===== src/rtl/ptq_pkg.sv =====
// ptq_pkg: request and response transfer types, slot entry layout and codes
// for the periodic timer queue. No dependencies.
`timescale 1ns / 1ps
`default_nettype none

package ptq_pkg;

    localparam int TIMER_SLOTS_DEF = 16;

    // request codes
    localparam logic [1:0] REQ_ADD    = 2'd0;
    localparam logic [1:0] REQ_REMOVE = 2'd1;
    localparam logic [1:0] REQ_TICK   = 2'd2;

    // result codes
    localparam logic [2:0] KIND_ADDED     = 3'd0;
    localparam logic [2:0] KIND_FULL      = 3'd1;
    localparam logic [2:0] KIND_REMOVED   = 3'd2;
    localparam logic [2:0] KIND_NOT_FOUND = 3'd3;
    localparam logic [2:0] KIND_FIRED     = 3'd4;

    typedef struct packed {
        logic [1:0]  req_type;
        logic [23:0] delay_ticks;
        logic [23:0] period_ticks;
        logic [31:0] target_id;
    } t_req;

    typedef struct packed {
        logic [2:0]  result_kind;
        logic [31:0] timer_ident;
        logic        last;
    } t_rsp;

    // one timer table entry as held in the slot ram
    typedef struct packed {
        logic [31:0] ident;
        logic [31:0] expiry;
        logic [23:0] period;
    } t_slot;

endpackage

`default_nettype wire


===== src/rtl/ptq_ram.sv =====
// ptq_ram: generic single write port, single read port ram with registered read.
// No dependencies.
`timescale 1ns / 1ps
`default_nettype none

module ptq_ram #(
    parameter int WIDTH = 8,
    parameter int DEPTH = 16
) (
    input  wire logic                     i_clk,
    input  wire logic                     i_we,
    input  wire logic [$clog2(DEPTH)-1:0] i_waddr,
    input  wire logic [WIDTH-1:0]         i_wdata,
    input  wire logic [$clog2(DEPTH)-1:0] i_raddr,
    output logic      [WIDTH-1:0]         o_rdata
);

    logic [WIDTH-1:0] r_mem [DEPTH];

    always_ff @(posedge i_clk) begin
        if (i_we) begin
            r_mem[i_waddr] <= i_wdata;
        end
        o_rdata <= r_mem[i_raddr];
    end

endmodule

`default_nettype wire


===== src/rtl/periodic_timer_queue_unit.sv =====
// periodic_timer_queue_unit: table of software timers with add, remove and tick
// requests, run by a small sequencer around one shared 32-bit adder.
// Depends on ptq_pkg and ptq_ram.
//
//   Requests arrive as t_req transfers on i_in_valid / o_in_stall, responses leave
//   as t_rsp transfers on o_out_valid / i_out_stall; the last response caused by a
//   request has last set, and a request of type three is taken and gives none.
//   o_in_stall is high while a request is worked on, at least until its last response sits
//   in the output register; the next request may be taken while that one waits.
//   Slots live in a ram with one read port and a registered read, so each pass over
//   the N = TIMER_SLOTS entries reads them one address at a time. What each request does:
//   add:    search for the lowest free slot, refused when none is free.
//   remove: one pass comparing identifiers.
//   tick:   time increment, expiry pass and one selection pass; then each fired
//           timer is sent and, if periodic, reloaded, and a selection pass comes
//           before each further timer, picked as the lowest identifier.
//   Reset clears the valid bits, the time counter and the identifier counter;
//   the ram is not cleared, entries are read only behind a set valid bit.
//   When the receiver stalls, the response holds in the output register and
//   the sequencer waits before producing the next one.
`timescale 1ns / 1ps
`default_nettype none

module periodic_timer_queue_unit
    import ptq_pkg::*;
#(
    parameter int TIMER_SLOTS = TIMER_SLOTS_DEF
) (
    input  wire logic i_clk,
    input  wire logic i_rst_n,
    input  wire logic i_in_valid,
    output logic      o_in_stall,
    input  wire t_req i_in_data,
    output logic      o_out_valid,
    input  wire logic i_out_stall,
    output t_rsp      o_out_data
);

    localparam int IW = $clog2(TIMER_SLOTS);
    localparam logic [IW-1:0] LAST = IW'(TIMER_SLOTS - 1);
    localparam int SW = $bits(t_slot);

    typedef enum logic [3:0] {
        S_IDLE,
        S_ADD_SCAN,
        S_ADD_PUT,
        S_ADD_INC,
        S_ADD_FULL,
        S_RM_SCAN,
        S_RM_DONE,
        S_TICK_INC,
        S_TICK_PEND,
        S_TICK_SEL,
        S_TICK_FIRE,
        S_TICK_RELOAD
    } t_state;

    t_state               r_state, n_state;
    t_req                 r_req, n_req;
    logic [IW-1:0]        r_idx, n_idx;
    logic [IW-1:0]        r_pidx, n_pidx;
    logic                 r_pvld, n_pvld;
    logic                 r_issue_done, n_issue_done;
    logic [TIMER_SLOTS-1:0] r_valid, n_valid;
    logic [TIMER_SLOTS-1:0] r_pending, n_pending;
    logic [31:0]          r_time, n_time;
    logic [31:0]          r_next_id, n_next_id;
    logic                 r_found, n_found;
    logic                 r_best_vld, n_best_vld;
    logic [IW-1:0]        r_best_idx, n_best_idx;
    t_slot                r_best, n_best;
    logic                 r_out_valid, n_out_valid;
    t_rsp                 r_out, n_out;

    // slot ram
    logic                 ram_we;
    logic [IW-1:0]        ram_waddr;
    t_slot                ram_wdata;
    logic [SW-1:0]        ram_rdata;
    t_slot                rd_slot;

    // shared adder
    logic [31:0]          add_a, add_b, add_sum;
    logic                 add_cin;

    logic                 out_free;
    logic                 scan_last;
    logic [23:0]          delay_eff;
    logic [TIMER_SLOTS-1:0] best_mask;
    logic [TIMER_SLOTS-1:0] rest_pending;

    ptq_ram #(
        .WIDTH (SW),
        .DEPTH (TIMER_SLOTS)
    ) u_slot_ram (
        .i_clk   (i_clk),
        .i_we    (ram_we),
        .i_waddr (ram_waddr),
        .i_wdata (ram_wdata),
        .i_raddr (r_idx),
        .o_rdata (ram_rdata)
    );

    assign rd_slot      = t_slot'(ram_rdata);
    assign add_sum      = add_a + add_b + {31'd0, add_cin};
    assign out_free     = !r_out_valid || !i_out_stall;
    assign scan_last    = r_pvld && (r_pidx == LAST);
    assign delay_eff    = (r_req.delay_ticks == 24'd0) ? 24'd1 : r_req.delay_ticks;
    assign best_mask    = TIMER_SLOTS'(1) << r_best_idx;
    assign rest_pending = r_pending & ~best_mask;

    assign o_in_stall  = (r_state != S_IDLE);
    assign o_out_valid = r_out_valid;
    assign o_out_data  = r_out;

    always_comb begin
        n_state      = r_state;
        n_req        = r_req;
        n_idx        = r_idx;
        n_pidx       = r_pidx;
        n_pvld       = r_pvld;
        n_issue_done = r_issue_done;
        n_valid      = r_valid;
        n_pending    = r_pending;
        n_time       = r_time;
        n_next_id    = r_next_id;
        n_found      = r_found;
        n_best_vld   = r_best_vld;
        n_best_idx   = r_best_idx;
        n_best       = r_best;
        n_out_valid  = r_out_valid;
        n_out        = r_out;

        ram_we    = 1'b0;
        ram_waddr = r_idx;
        ram_wdata = r_best;

        add_a   = r_time;
        add_b   = 32'd0;
        add_cin = 1'b0;

        if (r_out_valid && !i_out_stall) begin
            n_out_valid = 1'b0;
        end

        // ram pass: issue one address a cycle, handle its data in the following cycle
        if (r_state == S_RM_SCAN || r_state == S_TICK_PEND || r_state == S_TICK_SEL) begin
            n_pidx = r_idx;
            n_pvld = !r_issue_done;
            if (!r_issue_done) begin
                if (r_idx == LAST) begin
                    n_issue_done = 1'b1;
                end else begin
                    n_idx = r_idx + IW'(1);
                end
            end
        end

        unique case (r_state)
            S_IDLE: begin
                if (i_in_valid) begin
                    n_req        = i_in_data;
                    n_idx        = '0;
                    n_pvld       = 1'b0;
                    n_issue_done = 1'b0;
                    n_found      = 1'b0;
                    n_best_vld   = 1'b0;
                    unique case (i_in_data.req_type)
                        REQ_ADD:    n_state = S_ADD_SCAN;
                        REQ_REMOVE: n_state = S_RM_SCAN;
                        REQ_TICK: begin
                            n_pending = '0;
                            n_state   = S_TICK_INC;
                        end
                        default:    n_state = S_IDLE;
                    endcase
                end
            end

            S_ADD_SCAN: begin
                if (!r_valid[r_idx]) begin
                    n_state = S_ADD_PUT;
                end else if (r_idx == LAST) begin
                    n_state = S_ADD_FULL;
                end else begin
                    n_idx = r_idx + IW'(1);
                end
            end

            S_ADD_PUT: begin
                add_a = r_time;
                add_b = {8'd0, delay_eff};
                if (out_free) begin
                    ram_we           = 1'b1;
                    ram_waddr        = r_idx;
                    ram_wdata.ident  = r_next_id;
                    ram_wdata.expiry = add_sum;
                    ram_wdata.period = r_req.period_ticks;
                    n_valid[r_idx]   = 1'b1;
                    n_out_valid      = 1'b1;
                    n_out.result_kind = KIND_ADDED;
                    n_out.timer_ident = r_next_id;
                    n_out.last        = 1'b1;
                    n_state           = S_ADD_INC;
                end
            end

            S_ADD_INC: begin
                add_a     = r_next_id;
                add_cin   = 1'b1;
                n_next_id = add_sum;
                n_state   = S_IDLE;
            end

            S_ADD_FULL: begin
                if (out_free) begin
                    n_out_valid       = 1'b1;
                    n_out.result_kind = KIND_FULL;
                    n_out.timer_ident = 32'd0;
                    n_out.last        = 1'b1;
                    n_state           = S_IDLE;
                end
            end

            S_RM_SCAN: begin
                // every matching slot is freed, one response for all of them
                if (r_pvld && r_valid[r_pidx] && (rd_slot.ident == r_req.target_id)) begin
                    n_valid[r_pidx] = 1'b0;
                    n_found         = 1'b1;
                end
                if (scan_last) begin
                    n_state = S_RM_DONE;
                end
            end

            S_RM_DONE: begin
                if (out_free) begin
                    n_out_valid       = 1'b1;
                    n_out.result_kind = r_found ? KIND_REMOVED : KIND_NOT_FOUND;
                    n_out.timer_ident = r_req.target_id;
                    n_out.last        = 1'b1;
                    n_state           = S_IDLE;
                end
            end

            S_TICK_INC: begin
                add_a   = r_time;
                add_cin = 1'b1;
                n_time  = add_sum;
                n_state = S_TICK_PEND;
            end

            S_TICK_PEND: begin
                // wrap-safe expiry test: time minus expiry below half range
                add_a   = r_time;
                add_b   = ~rd_slot.expiry;
                add_cin = 1'b1;
                if (r_pvld) begin
                    n_pending[r_pidx] = r_valid[r_pidx] && !add_sum[31];
                end
                if (scan_last) begin
                    n_idx        = '0;
                    n_pvld       = 1'b0;
                    n_issue_done = 1'b0;
                    n_best_vld   = 1'b0;
                    n_state      = S_TICK_SEL;
                end
            end

            S_TICK_SEL: begin
                // strict less keeps the lowest slot on equal identifiers
                if (r_pvld && r_pending[r_pidx]
                        && (!r_best_vld || (rd_slot.ident < r_best.ident))) begin
                    n_best_vld = 1'b1;
                    n_best_idx = r_pidx;
                    n_best     = rd_slot;
                end
                if (scan_last) begin
                    n_state = n_best_vld ? S_TICK_FIRE : S_IDLE;
                end
            end

            S_TICK_FIRE: begin
                if (out_free) begin
                    n_out_valid           = 1'b1;
                    n_out.result_kind     = KIND_FIRED;
                    n_out.timer_ident     = r_best.ident;
                    n_out.last            = (rest_pending == '0);
                    n_pending[r_best_idx] = 1'b0;
                    n_idx                 = '0;
                    n_pvld                = 1'b0;
                    n_issue_done          = 1'b0;
                    n_best_vld            = 1'b0;
                    if (r_best.period != 24'd0) begin
                        n_state = S_TICK_RELOAD;
                    end else begin
                        n_valid[r_best_idx] = 1'b0;
                        n_state = (rest_pending == '0) ? S_IDLE : S_TICK_SEL;
                    end
                end
            end

            S_TICK_RELOAD: begin
                add_a            = r_best.expiry;
                add_b            = {8'd0, r_best.period};
                ram_we           = 1'b1;
                ram_waddr        = r_best_idx;
                ram_wdata.ident  = r_best.ident;
                ram_wdata.expiry = add_sum;
                ram_wdata.period = r_best.period;
                n_state          = (r_pending == '0) ? S_IDLE : S_TICK_SEL;
            end

            default: n_state = S_IDLE;
        endcase
    end

    always_ff @(posedge i_clk) begin
        if (!i_rst_n) begin
            r_state      <= S_IDLE;
            r_pvld       <= 1'b0;
            r_issue_done <= 1'b0;
            r_valid      <= '0;
            r_pending    <= '0;
            r_time       <= 32'd0;
            r_next_id    <= 32'd0;
            r_found      <= 1'b0;
            r_best_vld   <= 1'b0;
            r_out_valid  <= 1'b0;
        end else begin
            r_state      <= n_state;
            r_pvld       <= n_pvld;
            r_issue_done <= n_issue_done;
            r_valid      <= n_valid;
            r_pending    <= n_pending;
            r_time       <= n_time;
            r_next_id    <= n_next_id;
            r_found      <= n_found;
            r_best_vld   <= n_best_vld;
            r_out_valid  <= n_out_valid;
        end
        r_req      <= n_req;
        r_idx      <= n_idx;
        r_pidx     <= n_pidx;
        r_best_idx <= n_best_idx;
        r_best     <= n_best;
        r_out      <= n_out;
    end

endmodule

`default_nettype wire


===== config.mk =====
export PLATFORM = sky130hd
export DESIGN_NAME = periodic_timer_queue_unit
export DESIGN_NICKNAME = d
export VERILOG_FILES = /design/src/rtl/ptq_pkg.sv /design/src/rtl/ptq_ram.sv /design/src/rtl/periodic_timer_queue_unit.sv
export SDC_FILE = /design/constraint.sdc
export NUM_CORES = 2
export LEC_CHECK = 0
export BUFFER_PORTS_ARGS = -buffer_cell sky130_fd_sc_hd__buf_2
export CAP_MARGIN = 15
export CORE_MARGIN = 2
export CORE_UTILIZATION = 55
export CTS_CLUSTER_DIAMETER = 50
export DETAILED_ROUTE_END_ITERATION = 7
export PLACE_DENSITY_LB_ADDON = 0.3
export SETUP_SLACK_MARGIN = 0.15
export SLEW_MARGIN = 30
export SYNTH_ARGS = -nofsm -noshare
export SYNTH_HDL_FRONTEND = slang
export SYNTH_SLANG_ARGS = --single-unit

===== constraint.sdc =====
create_clock -name i_clk -period 12 [get_ports i_clk]
set_input_delay 2.4 -clock i_clk [delete_from_list [all_inputs] [get_ports i_clk]]
set_output_delay 2.4 -clock i_clk [all_outputs]
set_load 0.01 [all_outputs]

==> impl_results.md <==
- Avg Vias per Cell: 6.52
- Layout filler cell count: 8869
- Post-synthesis cell type count: between 70 and 80
- Largest net degree at the start of global routing: 100
- Number of nets with antenna violations after routing: 0
- Total Power: 16.2 mW
- Number of global-route vias before repair: 38139
- Setup TNS: 0 ns
- FMAX: 0.170 GHz
- Post-CTS Repair Setup Buffers: 0
- Mapped cell area: 71800 µm²
- Multi-input gate area: 18300 µm²
- GRT Total Usage: 0.273
- Cell at the slowest stage of the critical path: dfxtp_1
- Register area share after synthesis: 0.732
- Die Height: 365 µm
- Worst-case clock buffer depth: 3
- Final core occ: 0.626
- Die X: 365 µm
- Status: completed
- Clock Sinks: 1817
- Pleak: 26.0 nW
- Placer Congestion: 0.928
- CTS H-Tree Depth: 4
- CP endpoint kind: flip-flop
- WP data required: 12.43 ns
- Skew final: 0.0265 ns
- Worst-path clk slew: 0.06 ns
- DRC: 0
- Final setup violation count: 0
- Post-layout nets: 4224
- Final max-slew violation count: 0
- Hold crit path type: reg2reg
- Port Buffers: approximately 120
- Initial antenna violation count: 12
- Initial DRC Count: around 5200
- Final Hold Vio Count: 0
- Slowest stage delay, CP: 0.83 ns
- Routing usage on met3: 0.0495
- Ports: 124
- Row count: about 130
- Grt met1 use: 0.391
- First-pass GRT wire length: 262 mm
- Core area: between 100000 and 150000 µm²
- Slew margin rel.: 0.320
- # resized after CTS: 0
- Pwr/cell area: 199 nW/µm²
- Synth Register Bits: 1817
- Synthesized area per cell: between 15 and 20 µm²
- Critical Path AT: between 6 and 7 ns
- Starting density of the core: 0.555
- Hold buffers post-CTS: 0
- Root Buffer Master: clkbuf_16
- Startpoint class of the critical path: flip-flop
- Total CTS buffers: between 150 and 200
- EDFF count, synth: around 1600
- DRT Wirelength: between 150 and 200 mm
- Area Growth Syn to Fin: 12.8%
- Tmin final: 5.87 ns
- R2r setup slk: 6.13 ns
- Ys async rst share: 0
- Total die area: roughly 130000 µm²
- # Max-Cap Violations: 0
- Ys flop type: edfxtp_1
- Worst IR Drop VDD: 0.179 mV
- CP cell instances: nor2_1 > nand2_2 > buf_4 > o21ai_0 > fa_1 > fa_1 > a21oi_1 > nand4b_1 > a21oi_1 > o21a_1 > a2111oi_0 > nor4_1 > a311oi_1 > o21ai_1
- Gate count of the mapped netlist: 3836
- Drt pass-1 iters: 6
- Share of cells above drive strength 1: 0.251
- Worst-Margin Slew: 1.02 ns
- Setup repair after global routing missed its margin: false
- CP Max Fanout: 49
- Synth warnings: 0
- Final Cycle Share: 0.489
- Latest clock arrival within the worst-skew pair: 0.81 ns
- Routed via count: 38944
- CTS tree: built
- Detailed placer's ending HPWL: 105 mm
- Mapped Nets: approximately 4000
- Overflow after GRT: 0
- Reg area: 52600 µm²
- GR peak layer: met2
- WL per Instance: 30.1 µm
- Hold slack final: between 0.3 and 0.4 ns
- WS Path Type: reg2reg
- M2 GR Usage: 0.422
-- final timing paths --
| kind | startpoint | to | depth (start not counted) |
|---|---|---|---|
| worst min register to register | u_slot_ram.o_rdata[1]$_DFF_P_ | r_best[1]$_DFFE_PP_ | 0 |
| worst max register to register | r_state[2]$_SDFFE_PN0P_ | u_slot_ram.r_mem[6][52]$_DFFE_PP_ | 14 |
| worst max-delay path | r_state[2]$_SDFFE_PN0P_ | u_slot_ram.r_mem[6][52]$_DFFE_PP_ | 14 |
| worst min-delay path | u_slot_ram.o_rdata[1]$_DFF_P_ | r_best[1]$_DFFE_PP_ | 0 |
-- stage by stage --
step | area [µm²] | setup WS, ns | std cells
6_report | 81000 | 6.13 | 5969
4_1_cts | 80900 | 5.97 | 5960
5_1_grt | 81000 | 5.62 | 5966
3_5_place_dp | 75200 | 5.43 | 5625
2_1_floorplan | 71800 | 3.05 | 3836
3_3_place_gp | 75000 | 5.49 | 5618
-- sequential cells by signal, summed over array words and instances (netlist names), 4 cells and up --
signal	flops
u_slot_ram.o_rdata	88
r_valid	16
r_idx	4
r_best	88
o_out_data	36
u_slot_ram.r_mem	1408
r_pending	16
r_best_idx	4
r_state	4
r_pidx	4
r_next_id	32
r_req	80
r_time	32
-- worst max-delay path: cells and delay by family (launching register included) --
kind	cells	cell delay (ns)
buf+inv	1	0.53
compound gates	7	2.39
flops	1	0.83
simple gates	4	0.70
fa+ha+maj	2	1.04
-- placed cells by master, fill, tap and decap left out, types with 36 or more instances in the layout --
cell type / Yosys / layout
buf_2: 6 / 123
a21oi_1: 109 / 105
nand3_1: 59 / 59
buf_4: 1 / 112
dfxtp_1: 197 / 193
o21ai_0: 132 / 130
clkbuf_1: 145 / 45
nand2_1: 223 / 222
ha_1: 68 / 68
mux4_2: 455 / 455
inv_1: 89 / 86
nor2_1: 175 / 155
xnor2_1: 42 / 42
o22ai_1: 36 / 36
edfxtp_1: 1620 / 1620
clkbuf_16: 0 / 181
-- final cells by class --
class / count / area share
Tap cell: 1742 / 0.0269
Sequential cell: 1817 / 0.649
Multi-Input combinational cell: 1725 / 0.226
Timing Repair Buffer: 256 / 0.0233
Clock inverter: 97 / 0.0101
Clock buffer: 238 / 0.0600
Inverter: 90 / 0.00420
Antenna cell: 4 / 0.000124
-- where the power goes --
part	internal, mW	switching [mW]	leakage, nW
Clock	3.06	2.36	2.78
Combinational	1.18	1.64	6.96
Sequential	7.63	0.295	16.3
-- cells in the mapped netlist (4+ instances only) --
| cell | n | share of area |
|---|---|---|
| a22o_1 | 5 | 0.00061 |
| dfxtp_1 | 197 | 0.055 |
| nand4_1 | 26 | 0.0023 |
| or3_1 | 10 | 0.00087 |
| o221ai_1 | 15 | 0.0018 |
| nor2b_1 | 18 | 0.0016 |
| a21o_1 | 21 | 0.0022 |
| o31ai_1 | 19 | 0.0020 |
| buf_1 | 49 | 0.0026 |
| a211oi_1 | 22 | 0.0023 |
| ha_1 | 68 | 0.012 |
| o211ai_1 | 10 | 0.0010 |
| edfxtp_1 | 1620 | 0.68 |
| xor2_1 | 12 | 0.0015 |
| nor4_1 | 23 | 0.0020 |
| o21ai_0 | 132 | 0.0092 |
| o21a_1 | 10 | 0.0010 |
| a22oi_1 | 27 | 0.0028 |
| nand2_1 | 223 | 0.012 |
| and3_1 | 9 | 0.00078 |
| clkbuf_1 | 145 | 0.0076 |
| o31ai_2 | 7 | 0.0012 |
| xnor2_1 | 42 | 0.0051 |
| a31oi_1 | 15 | 0.0013 |
| nor2_1 | 175 | 0.0091 |
| inv_1 | 89 | 0.0047 |
| nand3_1 | 59 | 0.0041 |
| o311ai_0 | 5 | 0.00061 |
| buf_2 | 6 | 0.00042 |
| mux2_2 | 28 | 0.0044 |
| nor3_1 | 31 | 0.0022 |
| a222oi_1 | 32 | 0.0045 |
| a21oi_1 | 109 | 0.0076 |
| o22ai_1 | 36 | 0.0031 |
| mux4_2 | 455 | 0.14 |
| o21bai_1 | 6 | 0.00063 |
| nand2b_1 | 15 | 0.0013 |
| a41oi_1 | 4 | 0.00049 |
-- cells by family (layout without fill, tap and decap cells) --
kind of cell / after synthesis / after routing / share of synthesized area
AND/OR/NAND/NOR: 612 / 612 / 0.0387
adder cells (fa/ha/maj): 70 / 70 / 0.0124
other: 0 / 4 / 0
buffers and inverters: 294 / 681 / 0.0158
AO/OA/AOI/OAI: 503 / 503 / 0.0467
multiplexers: 486 / 486 / 0.147
flip-flops: 1817 / 1817 / 0.732
XOR/XNOR: 54 / 54 / 0.00659
-- routing by layer --
| metal | vias to the layer above | part of all wire |
|---|---|---|
| met1 | 20235 | 0.39 |
| met4 | 8 | 0.039 |
| li1 | 16121 | - |
| met2 | 2243 | 0.48 |
| met5 | - | 0.00030 |
| met3 | 337 | 0.093 |
(Power assumes the default switching activity.)
